===== src/tcc_pkg.sv =====
// ----------------------------------------------------------------------------
// tcc_pkg
// Shared types, codes and helpers for the tree collective controller.
// ----------------------------------------------------------------------------
package tcc_pkg;

  // Field widths fixed by the item formats.
  localparam int unsigned SEQ_W = 32;
  localparam int unsigned CNT_W = 4;

  // Phase codes.
  localparam logic [1:0] PH_SYNC    = 2'd0;
  localparam logic [1:0] PH_COLLECT = 2'd1;
  localparam logic [1:0] PH_UPFWD   = 2'd2;
  localparam logic [1:0] PH_DOWNFWD = 2'd3;

  // Send status codes.
  localparam logic [1:0] ST_DONE   = 2'd0;
  localparam logic [1:0] ST_ACTIVE = 2'd1;
  localparam logic [1:0] ST_FAILED = 2'd2;

  // Request type codes.
  localparam logic [2:0] REQ_LOCAL   = 3'd0;
  localparam logic [2:0] REQ_CHILD   = 3'd1;
  localparam logic [2:0] REQ_PARENT  = 3'd2;
  localparam logic [2:0] REQ_UP_DONE = 3'd3;
  localparam logic [2:0] REQ_DN_DONE = 3'd4;
  localparam logic [2:0] REQ_RELEASE = 3'd5;

  // Configuration register indexes.
  localparam logic [1:0] CFG_CHILD_COUNT = 2'd0;
  localparam logic [1:0] CFG_IS_ROOT     = 2'd1;

  // Saturation value of the completion counters.
  localparam logic [CNT_W-1:0] CNT_MAX = 4'd15;

  // Input event item.
  typedef struct packed {
    logic [2:0]       req_type;
    logic [2:0]       child_index;
    logic             from_known_peer;
    logic [SEQ_W-1:0] seq_tag;
    logic             send_ok;
    logic             has_callback;
  } req_item_t;

  // Result item.
  typedef struct packed {
    logic             accepted;
    logic [1:0]       phase;
    logic             start_up_send;
    logic             start_down_send;
    logic             deliver_local;
    logic             deliver_error;
    logic             terminate;
    logic             round_done;
    logic [SEQ_W-1:0] current_seq;
  } rsp_item_t;

  // Configuration write item.
  typedef struct packed {
    logic [1:0]       index;
    logic [CNT_W-1:0] data;
  } cfg_item_t;

  // Commands from the controller to the datapath.
  typedef struct packed {
    logic load;
    logic apply;
    logic step;
    logic publish;
  } ctrl_cmd_t;

  // Status from the datapath to the controller.
  typedef struct packed {
    logic run_progress;
    logic step_stop;
  } dp_status_t;

  // Saturating increment of a completion counter.
  function automatic logic [CNT_W-1:0] sat_inc(input logic [CNT_W-1:0] v);
    sat_inc = (v == CNT_MAX) ? CNT_MAX : v + 4'd1;
  endfunction

endpackage


===== src/tcc_stream_if.sv =====
// ----------------------------------------------------------------------------
// tcc_stream_if
// Valid/ready channel carrying one payload item per transfer.
// ----------------------------------------------------------------------------
interface tcc_stream_if #(
  parameter type payload_t = logic
);
  logic     valid;
  logic     ready;
  payload_t payload;

  modport source (output valid, output payload, input ready);
  modport sink   (input valid, input payload, output ready);
endinterface


===== src/tcc_datapath.sv =====
// ----------------------------------------------------------------------------
// tcc_datapath
// Collective state registers, event handling and one progress transition
// per step command, plus the result register.
// ----------------------------------------------------------------------------
module tcc_datapath #(
  parameter int MAX_CHILDREN = 8
) (
  input  logic                 clk,
  input  logic                 rst,
  input  tcc_pkg::ctrl_cmd_t   cmd,
  output tcc_pkg::dp_status_t  stat,
  input  tcc_pkg::req_item_t   req_item,
  input  logic                 cfg_we,
  input  tcc_pkg::cfg_item_t   cfg_item,
  output tcc_pkg::rsp_item_t   rsp_item
);

  localparam logic [4:0] MAX_C = 5'(MAX_CHILDREN);

  // Configuration registers.
  logic [3:0] child_count;
  logic       is_root;

  // Collective state.
  logic [1:0]              phase_reg;
  logic [31:0]             round_seq;
  logic                    local_contributed;
  logic [MAX_CHILDREN-1:0] child_mask;
  logic [3:0]              child_seen_count;
  logic [1:0]              up_status;
  logic [1:0]              down_status;
  logic                    parent_arrived;
  logic [3:0]              down_wait_count;
  logic [3:0]              down_done_count;
  logic                    callback_pending;

  // Next values.
  logic [1:0]              phase_reg_next;
  logic [31:0]             round_seq_next;
  logic                    local_contributed_next;
  logic [MAX_CHILDREN-1:0] child_mask_next;
  logic [3:0]              child_seen_count_next;
  logic [1:0]              up_status_next;
  logic [1:0]              down_status_next;
  logic                    parent_arrived_next;
  logic [3:0]              down_wait_count_next;
  logic [3:0]              down_done_count_next;
  logic                    callback_pending_next;

  // Latched event and per-event result flags.
  tcc_pkg::req_item_t ev;
  logic accepted, flag_up, flag_down, flag_loc, flag_err, flag_term, flag_done;
  logic set_acc, set_up, set_down, set_loc, set_err, set_term, set_done;
  logic do_reset_tree;
  logic [1:0] down_eff;

  // Sequence comparisons share one subtractor.
  logic [31:0] seq_diff;
  logic        seq_eq, seq_plus, seq_minus;
  logic [MAX_CHILDREN-1:0] child_onehot;
  logic        child_known, child_seen;
  tcc_pkg::rsp_item_t rsp_q;

  assign seq_diff  = ev.seq_tag - round_seq;
  assign seq_eq    = (seq_diff == 32'd0);
  assign seq_plus  = (seq_diff == 32'd1);
  assign seq_minus = (seq_diff == 32'hFFFF_FFFF);

  // Decode the sending child.
  always_comb begin
    for (int i = 0; i < MAX_CHILDREN; i++) begin
      child_onehot[i] = ({2'b00, ev.child_index} == 5'(i));
    end
  end

  assign child_known = ev.from_known_peer && ({1'b0, ev.child_index} < child_count);
  assign child_seen  = |(child_mask & child_onehot);

  // Event handling and progress transitions.
  always_comb begin
    phase_reg_next         = phase_reg;
    round_seq_next         = round_seq;
    local_contributed_next = local_contributed;
    child_mask_next        = child_mask;
    child_seen_count_next  = child_seen_count;
    up_status_next         = up_status;
    down_status_next       = down_status;
    parent_arrived_next    = parent_arrived;
    down_wait_count_next   = down_wait_count;
    down_done_count_next   = down_done_count;
    callback_pending_next  = callback_pending;
    set_acc  = 1'b0;
    set_up   = 1'b0;
    set_down = 1'b0;
    set_loc  = 1'b0;
    set_err  = 1'b0;
    set_term = 1'b0;
    set_done = 1'b0;
    do_reset_tree     = 1'b0;
    stat.run_progress = 1'b0;
    stat.step_stop    = 1'b0;
    down_eff = (down_wait_count == down_done_count) ? tcc_pkg::ST_DONE : down_status;

    if (cmd.apply) begin
      case (ev.req_type)
        tcc_pkg::REQ_LOCAL: begin
          if (!(phase_reg == tcc_pkg::PH_UPFWD || local_contributed)) begin
            local_contributed_next = 1'b1;
            callback_pending_next  = ev.has_callback;
            set_acc                = 1'b1;
            stat.run_progress      = 1'b1;
          end
        end
        tcc_pkg::REQ_CHILD: begin
          if (phase_reg == tcc_pkg::PH_UPFWD ||
              (phase_reg == tcc_pkg::PH_DOWNFWD && !seq_plus) ||
              (phase_reg != tcc_pkg::PH_DOWNFWD && !seq_eq)) begin
            do_reset_tree = 1'b1;
            set_term      = 1'b1;
          end else if (child_known) begin
            if (!child_seen) begin
              child_mask_next       = child_mask | child_onehot;
              child_seen_count_next = tcc_pkg::sat_inc(child_seen_count);
            end
            set_acc           = 1'b1;
            stat.run_progress = 1'b1;
          end
        end
        tcc_pkg::REQ_PARENT: begin
          if (!ev.from_known_peer || is_root) begin
            set_acc           = 1'b1;
            stat.run_progress = 1'b1;
          end else if ((phase_reg == tcc_pkg::PH_SYNC || phase_reg == tcc_pkg::PH_COLLECT)
                       && !seq_minus) begin
            do_reset_tree = 1'b1;
            set_term      = 1'b1;
          end else if (phase_reg == tcc_pkg::PH_DOWNFWD && !seq_eq) begin
            do_reset_tree = 1'b1;
            set_term      = 1'b1;
          end else begin
            if (phase_reg == tcc_pkg::PH_UPFWD) begin
              parent_arrived_next = 1'b1;
            end
            set_acc           = 1'b1;
            stat.run_progress = 1'b1;
          end
        end
        tcc_pkg::REQ_UP_DONE: begin
          if (!ev.send_ok) begin
            up_status_next = tcc_pkg::ST_FAILED;
            set_acc        = 1'b1;
          end else begin
            if (seq_eq) begin
              up_status_next = tcc_pkg::ST_DONE;
              set_acc        = 1'b1;
            end
            stat.run_progress = 1'b1;
          end
        end
        tcc_pkg::REQ_DN_DONE: begin
          if (!ev.send_ok) begin
            down_status_next = tcc_pkg::ST_FAILED;
            set_acc          = 1'b1;
          end else begin
            if (seq_eq) begin
              down_done_count_next = tcc_pkg::sat_inc(down_done_count);
              set_acc              = 1'b1;
            end
            stat.run_progress = 1'b1;
          end
        end
        tcc_pkg::REQ_RELEASE: begin
          if (seq_eq && phase_reg == tcc_pkg::PH_DOWNFWD) begin
            down_done_count_next = tcc_pkg::sat_inc(down_done_count);
            set_acc              = 1'b1;
            stat.run_progress    = 1'b1;
          end
        end
        default: begin
        end
      endcase
    end else if (cmd.step) begin
      case (phase_reg)
        tcc_pkg::PH_SYNC: begin
          if (!(local_contributed || child_seen_count != 4'd0)) begin
            stat.step_stop = 1'b1;
          end else begin
            phase_reg_next = tcc_pkg::PH_COLLECT;
          end
        end
        tcc_pkg::PH_COLLECT: begin
          if (!local_contributed || child_seen_count != child_count) begin
            stat.step_stop = 1'b1;
          end else begin
            phase_reg_next = tcc_pkg::PH_UPFWD;
            if (!is_root) begin
              up_status_next = tcc_pkg::ST_ACTIVE;
              set_up         = 1'b1;
            end else begin
              up_status_next      = tcc_pkg::ST_DONE;
              parent_arrived_next = 1'b1;
            end
          end
        end
        tcc_pkg::PH_UPFWD: begin
          if (up_status == tcc_pkg::ST_FAILED) begin
            set_err               = callback_pending;
            callback_pending_next = 1'b0;
            do_reset_tree         = 1'b1;
            stat.step_stop        = 1'b1;
          end else if (up_status == tcc_pkg::ST_ACTIVE || !parent_arrived) begin
            stat.step_stop = 1'b1;
          end else begin
            // Upward half is finished: clear it and start the broadcast.
            child_seen_count_next  = 4'd0;
            local_contributed_next = 1'b0;
            child_mask_next        = '0;
            up_status_next         = tcc_pkg::ST_DONE;
            phase_reg_next         = tcc_pkg::PH_DOWNFWD;
            down_status_next       = tcc_pkg::ST_ACTIVE;
            down_wait_count_next   = child_count;
            set_down               = (child_count != 4'd0);
            if (callback_pending) begin
              down_wait_count_next  = tcc_pkg::sat_inc(child_count);
              set_loc               = 1'b1;
              callback_pending_next = 1'b0;
            end
          end
        end
        default: begin
          down_status_next = down_eff;
          if (down_eff == tcc_pkg::ST_ACTIVE) begin
            stat.step_stop = 1'b1;
          end else if (down_eff == tcc_pkg::ST_FAILED) begin
            set_err               = callback_pending;
            callback_pending_next = 1'b0;
            do_reset_tree         = 1'b1;
            stat.step_stop        = 1'b1;
          end else begin
            do_reset_tree = 1'b1;
            set_done      = 1'b1;
          end
        end
      endcase
    end

    // Tree reset overrides the fields it touches.
    if (do_reset_tree) begin
      case (phase_reg) inside
        tcc_pkg::PH_COLLECT, tcc_pkg::PH_UPFWD: begin
          round_seq_next         = round_seq + 32'd1;
          phase_reg_next         = tcc_pkg::PH_SYNC;
          child_seen_count_next  = 4'd0;
          local_contributed_next = 1'b0;
          child_mask_next        = '0;
          up_status_next         = tcc_pkg::ST_DONE;
          down_done_count_next   = 4'd0;
          down_wait_count_next   = 4'd0;
          down_status_next       = tcc_pkg::ST_DONE;
          parent_arrived_next    = 1'b0;
          callback_pending_next  = 1'b0;
        end
        tcc_pkg::PH_DOWNFWD: begin
          round_seq_next       = round_seq + 32'd1;
          down_done_count_next = 4'd0;
          down_wait_count_next = 4'd0;
          down_status_next     = tcc_pkg::ST_DONE;
          parent_arrived_next  = 1'b0;
          phase_reg_next       = (local_contributed || child_seen_count != 4'd0) ?
                                 tcc_pkg::PH_COLLECT : tcc_pkg::PH_SYNC;
        end
        default: begin
        end
      endcase
    end
  end

  // Configuration and collective state registers.
  always_ff @(posedge clk) begin
    if (rst) begin
      child_count       <= 4'd0;
      is_root           <= 1'b1;
      phase_reg         <= tcc_pkg::PH_SYNC;
      round_seq         <= 32'd0;
      local_contributed <= 1'b0;
      child_mask        <= '0;
      child_seen_count  <= 4'd0;
      up_status         <= tcc_pkg::ST_DONE;
      down_status       <= tcc_pkg::ST_DONE;
      parent_arrived    <= 1'b0;
      down_wait_count   <= 4'd0;
      down_done_count   <= 4'd0;
      callback_pending  <= 1'b0;
    end else begin
      if (cfg_we) begin
        if (cfg_item.index == tcc_pkg::CFG_CHILD_COUNT) begin
          child_count <= ({1'b0, cfg_item.data} > MAX_C) ? MAX_C[3:0] : cfg_item.data;
        end else if (cfg_item.index == tcc_pkg::CFG_IS_ROOT) begin
          is_root <= cfg_item.data[0];
        end
      end
      phase_reg         <= phase_reg_next;
      round_seq         <= round_seq_next;
      local_contributed <= local_contributed_next;
      child_mask        <= child_mask_next;
      child_seen_count  <= child_seen_count_next;
      up_status         <= up_status_next;
      down_status       <= down_status_next;
      parent_arrived    <= parent_arrived_next;
      down_wait_count   <= down_wait_count_next;
      down_done_count   <= down_done_count_next;
      callback_pending  <= callback_pending_next;
    end
  end

  // Per-event flags collect strobes over all transitions of one event.
  always_ff @(posedge clk) begin
    if (rst) begin
      accepted  <= 1'b0;
      flag_up   <= 1'b0;
      flag_down <= 1'b0;
      flag_loc  <= 1'b0;
      flag_err  <= 1'b0;
      flag_term <= 1'b0;
      flag_done <= 1'b0;
    end else if (cmd.load) begin
      accepted  <= 1'b0;
      flag_up   <= 1'b0;
      flag_down <= 1'b0;
      flag_loc  <= 1'b0;
      flag_err  <= 1'b0;
      flag_term <= 1'b0;
      flag_done <= 1'b0;
    end else begin
      accepted  <= accepted | set_acc;
      flag_up   <= flag_up | set_up;
      flag_down <= flag_down | set_down;
      flag_loc  <= flag_loc | set_loc;
      flag_err  <= flag_err | set_err;
      flag_term <= flag_term | set_term;
      flag_done <= flag_done | set_done;
    end
  end

  // Event and result payload registers.
  always_ff @(posedge clk) begin
    if (cmd.load) begin
      ev <= req_item;
    end
    if (cmd.publish) begin
      rsp_q.accepted        <= accepted;
      rsp_q.phase           <= phase_reg;
      rsp_q.start_up_send   <= flag_up;
      rsp_q.start_down_send <= flag_down;
      rsp_q.deliver_local   <= flag_loc;
      rsp_q.deliver_error   <= flag_err;
      rsp_q.terminate       <= flag_term;
      rsp_q.round_done      <= flag_done;
      rsp_q.current_seq     <= round_seq;
    end
  end

  assign rsp_item = rsp_q;

endmodule


===== src/tcc_ctrl.sv =====
// ----------------------------------------------------------------------------
// tcc_ctrl
// Sequencer for one event: load, apply, progress steps, then publish the
// result into the output register.
// ----------------------------------------------------------------------------
module tcc_ctrl (
  input  logic                clk,
  input  logic                rst,
  input  logic                in_valid,
  output logic                in_ready,
  output logic                out_valid,
  input  logic                out_ready,
  input  tcc_pkg::dp_status_t stat,
  output tcc_pkg::ctrl_cmd_t  cmd
);

  localparam logic [1:0] S_IDLE    = 2'd0;
  localparam logic [1:0] S_APPLY   = 2'd1;
  localparam logic [1:0] S_STEP    = 2'd2;
  localparam logic [1:0] S_PUBLISH = 2'd3;

  logic [1:0] state, state_next;
  logic [4:0] guard, guard_next;
  logic       out_free;

  assign in_ready = (state == S_IDLE);
  assign out_free = !out_valid || out_ready;

  // Next state and commands.
  always_comb begin
    state_next  = state;
    guard_next  = guard;
    cmd.load    = 1'b0;
    cmd.apply   = 1'b0;
    cmd.step    = 1'b0;
    cmd.publish = 1'b0;
    unique case (state)
      S_IDLE: begin
        if (in_valid) begin
          cmd.load   = 1'b1;
          state_next = S_APPLY;
        end
      end
      S_APPLY: begin
        cmd.apply  = 1'b1;
        guard_next = 5'd0;
        state_next = stat.run_progress ? S_STEP : S_PUBLISH;
      end
      S_STEP: begin
        // At most 32 phase transitions per event.
        cmd.step   = 1'b1;
        guard_next = guard + 5'd1;
        if (stat.step_stop || guard == 5'd31) begin
          state_next = S_PUBLISH;
        end
      end
      S_PUBLISH: begin
        if (out_free) begin
          cmd.publish = 1'b1;
          state_next  = S_IDLE;
        end
      end
      default: begin
        state_next = S_IDLE;
      end
    endcase
  end

  // State, step guard and output valid.
  always_ff @(posedge clk) begin
    if (rst) begin
      state     <= S_IDLE;
      guard     <= 5'd0;
      out_valid <= 1'b0;
    end else begin
      state <= state_next;
      guard <= guard_next;
      if (cmd.publish) begin
        out_valid <= 1'b1;
      end else if (out_ready) begin
        out_valid <= 1'b0;
      end
    end
  end

`ifndef ASSERT_OFF
  a_accept_applies: assert property (@(posedge clk) disable iff (rst)
    (state == S_IDLE && in_valid) |=> (state == S_APPLY))
    else $error("accepted event was not applied");
  a_guard_limit: assert property (@(posedge clk) disable iff (rst)
    (state == S_STEP && guard == 5'd31) |=> (state == S_PUBLISH))
    else $error("progress ran past its step limit");
  a_one_cmd: assert property (@(posedge clk) disable iff (rst)
    $onehot0({cmd.load, cmd.apply, cmd.step, cmd.publish}))
    else $error("more than one datapath command");
  a_publish_valid: assert property (@(posedge clk) disable iff (rst)
    cmd.publish |=> out_valid)
    else $error("published result not presented");
`endif

endmodule


===== src/tree_collective_controller.sv =====
// ----------------------------------------------------------------------------
// tree_collective_controller
// Control engine for one node of a tree-based collective round.
// ----------------------------------------------------------------------------
// Usage:
//   req carries one event per transfer (local, child or parent contribution,
//   send completions, local release). rsp returns exactly one result per
//   event with the action strobes, phase and sequence number. cfg writes
//   child_count (index 0) and is_root (index 1); it is always ready. The user
//   must write it only while no event is in flight; the block does not check.
//   Sequence: an event is applied in the cycle after its transfer. Each
//   progress step then makes at most one phase transition, and a chain
//   ends with the step that stops or at the step limit. The publish state
//   then loads the output register, once rsp can take it. An event that
//   does not retry progress runs no steps; one that does runs 1 to 32.
//   Events are handled one at a time; req is ready again once the result is
//   in the output register.
//   When rsp stalls with a result held, the next event waits at publish.
//   Reset (rst, synchronous) clears the phase, sequence, counters and the
//   configuration (child_count 0, is_root 1) and drops any pending result.
// ----------------------------------------------------------------------------
module tree_collective_controller #(
  parameter int MAX_CHILDREN = 8
) (
  input logic          clk,
  input logic          rst,
  tcc_stream_if.sink   req,
  tcc_stream_if.source rsp,
  tcc_stream_if.sink   cfg
);

  tcc_pkg::ctrl_cmd_t  cmd;
  tcc_pkg::dp_status_t stat;

  assign cfg.ready = 1'b1;

  // Event sequencer.
  tcc_ctrl u_ctrl (
    .clk       (clk),
    .rst       (rst),
    .in_valid  (req.valid),
    .in_ready  (req.ready),
    .out_valid (rsp.valid),
    .out_ready (rsp.ready),
    .stat      (stat),
    .cmd       (cmd)
  );

  // State registers and transition logic.
  tcc_datapath #(
    .MAX_CHILDREN (MAX_CHILDREN)
  ) u_datapath (
    .clk      (clk),
    .rst      (rst),
    .cmd      (cmd),
    .stat     (stat),
    .req_item (req.payload),
    .cfg_we   (cfg.valid),
    .cfg_item (cfg.payload),
    .rsp_item (rsp.payload)
  );

endmodule


===== src/flat_wrapper.sv =====
// flat-port wrapper written by rule: the top's interface ports become plain ports
module tree_collective_controller_flat 
#(
  parameter int MAX_CHILDREN = 8
)
  (clk, rst, req_valid, req_payload, req_ready, rsp_valid, rsp_payload, rsp_ready, cfg_valid, cfg_payload, cfg_ready);
  tcc_stream_if #(.payload_t(tcc_pkg::req_item_t)) req_i ();
  tcc_stream_if #(.payload_t(tcc_pkg::rsp_item_t)) rsp_i ();
  tcc_stream_if #(.payload_t(tcc_pkg::cfg_item_t)) cfg_i ();
  input logic clk;
  input logic rst;
  input wire logic [$bits(req_i.valid)-1:0] req_valid;
  input wire logic [$bits(req_i.payload)-1:0] req_payload;
  output wire logic [$bits(req_i.ready)-1:0] req_ready;
  output wire logic [$bits(rsp_i.valid)-1:0] rsp_valid;
  output wire logic [$bits(rsp_i.payload)-1:0] rsp_payload;
  input wire logic [$bits(rsp_i.ready)-1:0] rsp_ready;
  input wire logic [$bits(cfg_i.valid)-1:0] cfg_valid;
  input wire logic [$bits(cfg_i.payload)-1:0] cfg_payload;
  output wire logic [$bits(cfg_i.ready)-1:0] cfg_ready;
  assign req_i.valid = req_valid;
  assign req_i.payload = req_payload;
  assign req_ready = req_i.ready;
  assign rsp_valid = rsp_i.valid;
  assign rsp_payload = rsp_i.payload;
  assign rsp_i.ready = rsp_ready;
  assign cfg_i.valid = cfg_valid;
  assign cfg_i.payload = cfg_payload;
  assign cfg_ready = cfg_i.ready;
  tree_collective_controller #(.MAX_CHILDREN(MAX_CHILDREN)) u_core (.clk(clk), .rst(rst), .req(req_i), .rsp(rsp_i), .cfg(cfg_i));
endmodule

===== config.mk =====
export PLATFORM = sky130hd
export DESIGN_NAME = tree_collective_controller_flat
export DESIGN_NICKNAME = d
export VERILOG_FILES = /design/src/tcc_pkg.sv /design/src/tcc_stream_if.sv /design/src/tcc_datapath.sv /design/src/tcc_ctrl.sv /design/src/tree_collective_controller.sv /design/src/flat_wrapper.sv
export SDC_FILE = /design/constraint.sdc
export NUM_CORES = 1
export LEC_CHECK = 0
export ABC_AREA = 1
export BUFFER_PORTS_ARGS = -buffer_cell sky130_fd_sc_hd__buf_2
export CORE_ASPECT_RATIO = 0.75
export CORE_MARGIN = 2
export CORE_UTILIZATION = 50
export DETAILED_ROUTE_END_ITERATION = 10
export PLACE_DENSITY = 0.76
export SLEW_MARGIN = 20
export SYNTH_ARGS = -nofsm -noshare
export SYNTH_HDL_FRONTEND = slang
export SYNTH_SLANG_ARGS = --single-unit

===== constraint.sdc =====
create_clock -name clk -period 6.2 [get_ports clk]
set_input_delay 1.55 -clock clk [delete_from_list [all_inputs] [get_ports clk]]
set_output_delay 1.55 -clock clk [all_outputs]
set_load 0.02 [all_outputs]

Word level (Yosys, flattened, before mapping)
Cells that the tools add are included.
Widths: inputs -> output; s select.

operators by class
  equality and inequality tests = 35
  reduce and logical (&&, ||, !) cells = 44
  bitwise gates (word level) = 10
  mux-type cells = 187
  $lt $le $gt $ge = 2
  $add $sub $neg = 6

operators with widths
  cell                   number
  $mux 4                 31
  $mux 1                 98
  $mux 8                 11
  $mux 2                 32
  $mux 32                2
  $add 32x1->32 const B  1
  $eq 32x1->1 const B    1
  $eq 32x32->1 const B   1
  $logic_not 32->1       1
  $sub 32x32->32         1
  $eq 3x3->1 const B     6
  $add 4x1->4 const B    3
  $eq 2x2->1 const B     6
  $eq 3x2->1 const B     4
  $eq 4x4->1 const B     3
  $eq 2x1->1 const B     5
  $logic_or 1x1->1       10
  $pmux 1 s5             2
  $pmux 5 s2             1
  $and 8x8->8            1
  $ne 2x2->1 const B     4
  $or 8x8->8             1
  $pmux 1 s2             4
  $pmux 2 s2             2
  other kinds (24)       53

storage, ports and cells
  output and inout bits = 44
  logic and storage cells = 322
  register bits = 163
  bits of input ports = 52

Logic depth before layout (Yosys ltp)
  depth after elaboration = 12
  gate-level depth with buffers = 26
  gate-level depth less buffers = 26

Hierarchy
A second synthesis with hierarchy kept.

second synthesis, totals
  cells, all modules = 1593
  area, all modules = 10895.4 um^2

by module, submodules not included
  module                      seq. area each (um^2)  cells each  times used  area an instance (um^2)
  tcc_datapath                3923.8                 1529        1           10403.7
  tcc_ctrl                    160.2                  62          1           480.5
  tree_collective_controller  0.0                    2           1           11.3

Least setup slack after synthesis
No wires, ideal clock.

  path kind = input port to flip-flop
  start point = input rsp_ready
  end point = register u_core.u_datapath.rsp_q (netlist bit u_core.u_datapath.rsp_item[0]), enable pin
  library setup time = 0.453 ns
  stages on the path = 2
  data required time = 5.747 ns
  arrival = 3.590 ns
  path slack = 2.157 ns
  buffers on the path = 0
  cells stage by stage = inv_1 > a21oi_1

RTL lines
  what                RTL line            source
  start: declaration  flat_wrapper.sv:17  input wire logic [$bits(rsp_i.ready)-1:0] rsp_ready;
  end: declaration    tcc_datapath.sv:63  tcc_pkg::rsp_item_t rsp_q;

Worst setup path after layout
  start point = register u_core.u_datapath.round_seq[0]
  end point = register u_core.u_datapath.phase_reg[1]

on the way
  cells in the longest elaborated chain, start to end = 10
  elaborated cells between the ends (all ways) = 20
  those cells by class = add/sub: 1; eq/ne: 2; mux: 7; reduce/logical: 10

ends and longest elaborated chain
  what                                             RTL line                                                       source
  start: declaration                               tcc_datapath.sv:27                                             logic [31:0] round_seq;
  start signal: assignment                         tcc_datapath.sv:304                                            round_seq <= round_seq_next;
  $sub 32x32->32 (*)                               tcc_datapath.sv:65                                             assign seq_diff = ev.seq_tag - round_seq;
  $logic_not 32->1 or $eq 32x1->1 (tied branches)  tcc_datapath.sv:66, tcc_datapath.sv:67
  $logic_not 1->1, on equally long branches        tcc_datapath.sv:118, tcc_datapath.sv:138, tcc_datapath.sv:117
  $logic_and 1x1->1, on equally long branches      tcc_datapath.sv:138, tcc_datapath.sv:117
  $mux 1 or $logic_or 1x1->1 (tied branches)       tcc_datapath.sv:138, tcc_datapath.sv:116
  $mux 1 or $logic_or 1x1->1 (tied branches)       tcc_datapath.sv:134, tcc_datapath.sv:117
  $mux 1, on equally long branches                 tcc_datapath.sv:131, tcc_datapath.sv:116
  $pmux 1 s2 (*)                                   tcc_datapath.sv:106                                            case (ev.req_type)
  $mux 1 (*)                                       tcc_datapath.sv:105                                            if (cmd.apply) begin
  $mux 2 (*)                                       tcc_datapath.sv:249                                            if (do_reset_tree) begin
  end signal: assignment                           tcc_datapath.sv:284                                            phase_reg <= tcc_pkg::PH_SYNC;
  end signal: assignment                           tcc_datapath.sv:303                                            phase_reg <= phase_reg_next;
  end: declaration                                 tcc_datapath.sv:26                                             logic [1:0] phase_reg;

Mark *: on every way between the ends. The rest lies on a longest branch, timed or not.
A chain may end at the register's enable or synchronous reset.

==> out/qor.txt <==
=================================================================================
Status ............................................................. complete, no violations
I/O Buffers ........................................................           94
Top fanout value on the critical path ..............................           35
Number of fillers in the final layout ..............................         1988
Setup repair after global routing missed its margin ................        false
Diode count ........................................................            0
Clock buffer count from CTS ........................................           17
Simple-gate portion of the synthesized area ........................        0.333
CTS H-tree lvls ....................................................            4
HPWL reported at the end of detailed placement .....................     22800 um
DIE WIDTH ..........................................................       173 um
Proportion of layout cells with a drive suffix above 1 .............        0.112
Aggregate global routing overflow ..................................            0
Routed length per placed instance ..................................      15.6 um
Sequential fraction of the synthesis area ..........................        0.380
First-pass GRT wire length .........................................     47200 um
Yosys Warn Count ...................................................            0
Multi-input gate area in the final layout ..........................  0.00553 mm2
Root buffer cell ................................................... sky130_fd_sc_hd__clkbuf_16
Main combinational cell family by area after synthesis ............. simple AND/OR/NAND/NOR gates
Hold Crit Class ....................................................   reg -> reg
Maximum number of pins on one net before global-route repair .......           42
CP Data Arrival Time ...............................................      4.56 ns
Slew Limit Fails ...................................................            0
Worst Path Required ................................................      6.56 ns
Worst-skew pair later-pin latency ..................................      0.44 ns
Net count of the mapped netlist ....................................         1634
Placeable Area .....................................................   0.0211 mm2
Time the worst path needs with I/O delays and setup ................      4.20 ns
DRC violation count after routing ..................................            0
I/O pin count ......................................................           96
Number of maximum-capacitance violations ...........................            0
Adder-cell share of the synthesized area ...........................       0.0624
Netlist area before placement ......................................   0.0107 mm2
Area share of the largest cell type after synthesis ................        0.229
First drt pass iteration count .....................................            7
Total routing resource utilization after global routing ............        0.266
Final core utilization .............................................        0.571
Post-CTS setup buffer count ........................................            0
Startpoint type of the worst setup path ............................         flop
Placed insts .......................................................         1891
Proportion of synthesized area in mux cells ........................            0
Most area-consuming cells after synthesis .......................... sky130_fd_sc_hd__edfxtp_1 23%, sky130_fd_sc_hd__nand2_1 16%, sky130_fd_sc_hd__dfxtp_1 15%, sky130_fd_sc_hd__inv_1 9.2%, sky130_fd_sc_hd__ha_1 6.1%
Total Die Area .....................................................   0.0227 mm2
Worst-case headroom to the max-slew limit ..........................        0.304
Clock slew seen by the registers of the worst setup and hold paths .      0.06 ns
Compound-gate portion of the synthesized area ......................       0.0758
Mean post-synth cell area ..........................................     7.03 um2
Number of vias per cell after detailed routing .....................         5.30
Post-synthesis xor/xnor area fraction ..............................       0.0416
Initial cell density of the core ...................................        0.509
Resized Gates After CTS ............................................            0
Synth unique cells .................................................           52
CP endpoint kind ...................................................         flop
Share of synthesized registers carrying an async set or reset ......            0
Dominant cell by count in the synthesized netlist .................. sky130_fd_sc_hd__nand2_1
Peak Freq ..........................................................      238 MHz
Final setup violation count ........................................            0
Vertical die dimension .............................................       131 um
Number of global-route vias before repair ..........................         8782
Count of nets after finishing ......................................         1727
Pre-CTS setup slack ................................................      2.14 ns
Clk buf depth ......................................................            2
Transition time at the pin with the least slew margin ..............      1.04 ns
Final ANT Viol Nets ................................................            0
# rows .............................................................           46
Antenna violations before repair ...................................            0
Leakage power summed over all cells ................................   0.00554 uW
Number of cells produced by synthesis ..............................         1529
Sink Count .........................................................          163
Most used flip-flop cell after synthesis ........................... sky130_fd_sc_hd__edfxtp_1
Cell area power density ............................................   316 mW/mm2
Setup Crit Path Kind ...............................................   reg -> reg
Non-Filler Instances ...............................................         1923
Final clock period utilization by the worst path ...................        0.678
Vias ...............................................................        10.2k
Hold Fails Final Rpt ...............................................            0
Fin worst setup slack ..............................................      2.00 ns
Initial DRC count ..................................................         1178
Largest area contributor in the netlist ............................ sky130_fd_sc_hd__edfxtp_1
Worst clock skew ...................................................    0.0164 ns
Final Routed Wirelength ............................................     30000 um
Number of register bits inferred by synthesis ......................          163
Quantity of hold-fixing buffers added after cts ....................            0
TritonCTS clock tree ...............................................         done
Storage element area ...............................................  0.00408 mm2
Area growth from synthesis to layout ...............................        12.2%
IR drop worst, VDD .................................................     0.219 mV
List of most frequent post-synthesis cells ......................... 467 x sky130_fd_sc_hd__nand2_1, 262 x sky130_fd_sc_hd__inv_1, 141 x sky130_fd_sc_hd__nor2_1
Final weighted congestion in routability-driven placement ..........         1.00
Number of enable flip-flop cells after synthesis ...................           82
Sum Neg Setup Slack ................................................         0 ns
=================================================================================
==> area by class of cell <==
type / instances / area share
clock inverters: 11 / 0.00820
clock buffers: 21 / 0.0394
inverters: 268 / 0.0834
well taps: 288 / 0.0299
repair buffers: 99 / 0.0421
multi-input cells: 1073 / 0.458
flip-flops and latches: 163 / 0.339
==> stage by stage <==
step                hold WS (ns)  total power (uW)  cell area [um2]
CTS                        0.437              3800            12100
global route               0.447              4040            12100
finish                     0.435              3810            12100
global placement           0.417              2730            11500
detailed placement         0.421              2750            11500
floorplan                  0.408              2390            10700
==> routing by layer <==
metal	vias to the layer above	wire length (um)	global-route usage
met5	-	0	0
met4	0	414	0.0593
met1	4633	15000	0.413
li1	5082	-	-
met3	30	2710	0.0518
met2	449	11900	0.376
==> cells in the final DEF, fill, tap and decap left out, drive strengths merged, types with 4 or more instances in the layout <==
master	instances
a21oi	85
buf	99
clkbuf	21
clkinv	5
dfxtp	81
edfxtp	82
ha	52
inv	271
nand2	472
nand3	88
nand3b	5
nand4	48
nor2	155
nor3	41
o211ai	4
o21ai	29
o22ai	8
or2	6
xnor2	11
xor2	40
==> power breakdown <==
group          switching [uW]  internal (uW)
Combinational             986            406
Sequential               84.4           1290
Clock                     452            593
==> critical path, stage by stage (launching register included) <==
cell and delay (ns):
sky130_fd_sc_hd__dfxtp_1 0.39, sky130_fd_sc_hd__ha_1 0.26, sky130_fd_sc_hd__fa_1 0.47, sky130_fd_sc_hd__inv_1 0.12, sky130_fd_sc_hd__nand3_1 0.09, sky130_fd_sc_hd__nand3_1 0.14
sky130_fd_sc_hd__nand2_1 0.07, sky130_fd_sc_hd__nand2_1 0.14, sky130_fd_sc_hd__xnor2_1 0.18, sky130_fd_sc_hd__inv_1 0.08, sky130_fd_sc_hd__nor2_1 0.08, sky130_fd_sc_hd__nor3b_1 0.25
sky130_fd_sc_hd__nand3_1 0.19, sky130_fd_sc_hd__nor2_1 0.21, sky130_fd_sc_hd__nand2_1 0.11, sky130_fd_sc_hd__nand2_1 0.14, sky130_fd_sc_hd__nand3_4 0.39, sky130_fd_sc_hd__nand3_4 0.25
sky130_fd_sc_hd__nand3_2 0.37, sky130_fd_sc_hd__nor2_1 0.22
==> cell families after synthesis <==
group	after synthesis
simple gates	825
fa+ha+maj	53
buf+inv	293
flops	163
compound gates	143
xor+xnor	51
other cells	1
==> worst paths after layout <==
check | start | endpoint | slack [ns] | cells past startpoint
max | u_core.u_datapath.round_seq[0] | u_core.u_datapath.phase_reg[1] | 2.00 | 19
min | u_core.u_datapath.accepted | u_core.u_datapath.rsp_item[40] | 0.44 | 0
max reg2reg | u_core.u_datapath.round_seq[0] | u_core.u_datapath.phase_reg[1] | 2.00 | 19
min reg2reg | u_core.u_datapath.accepted | u_core.u_datapath.rsp_item[40] | 0.44 | 0
Note: power is estimated with default switching activity, not from simulation.
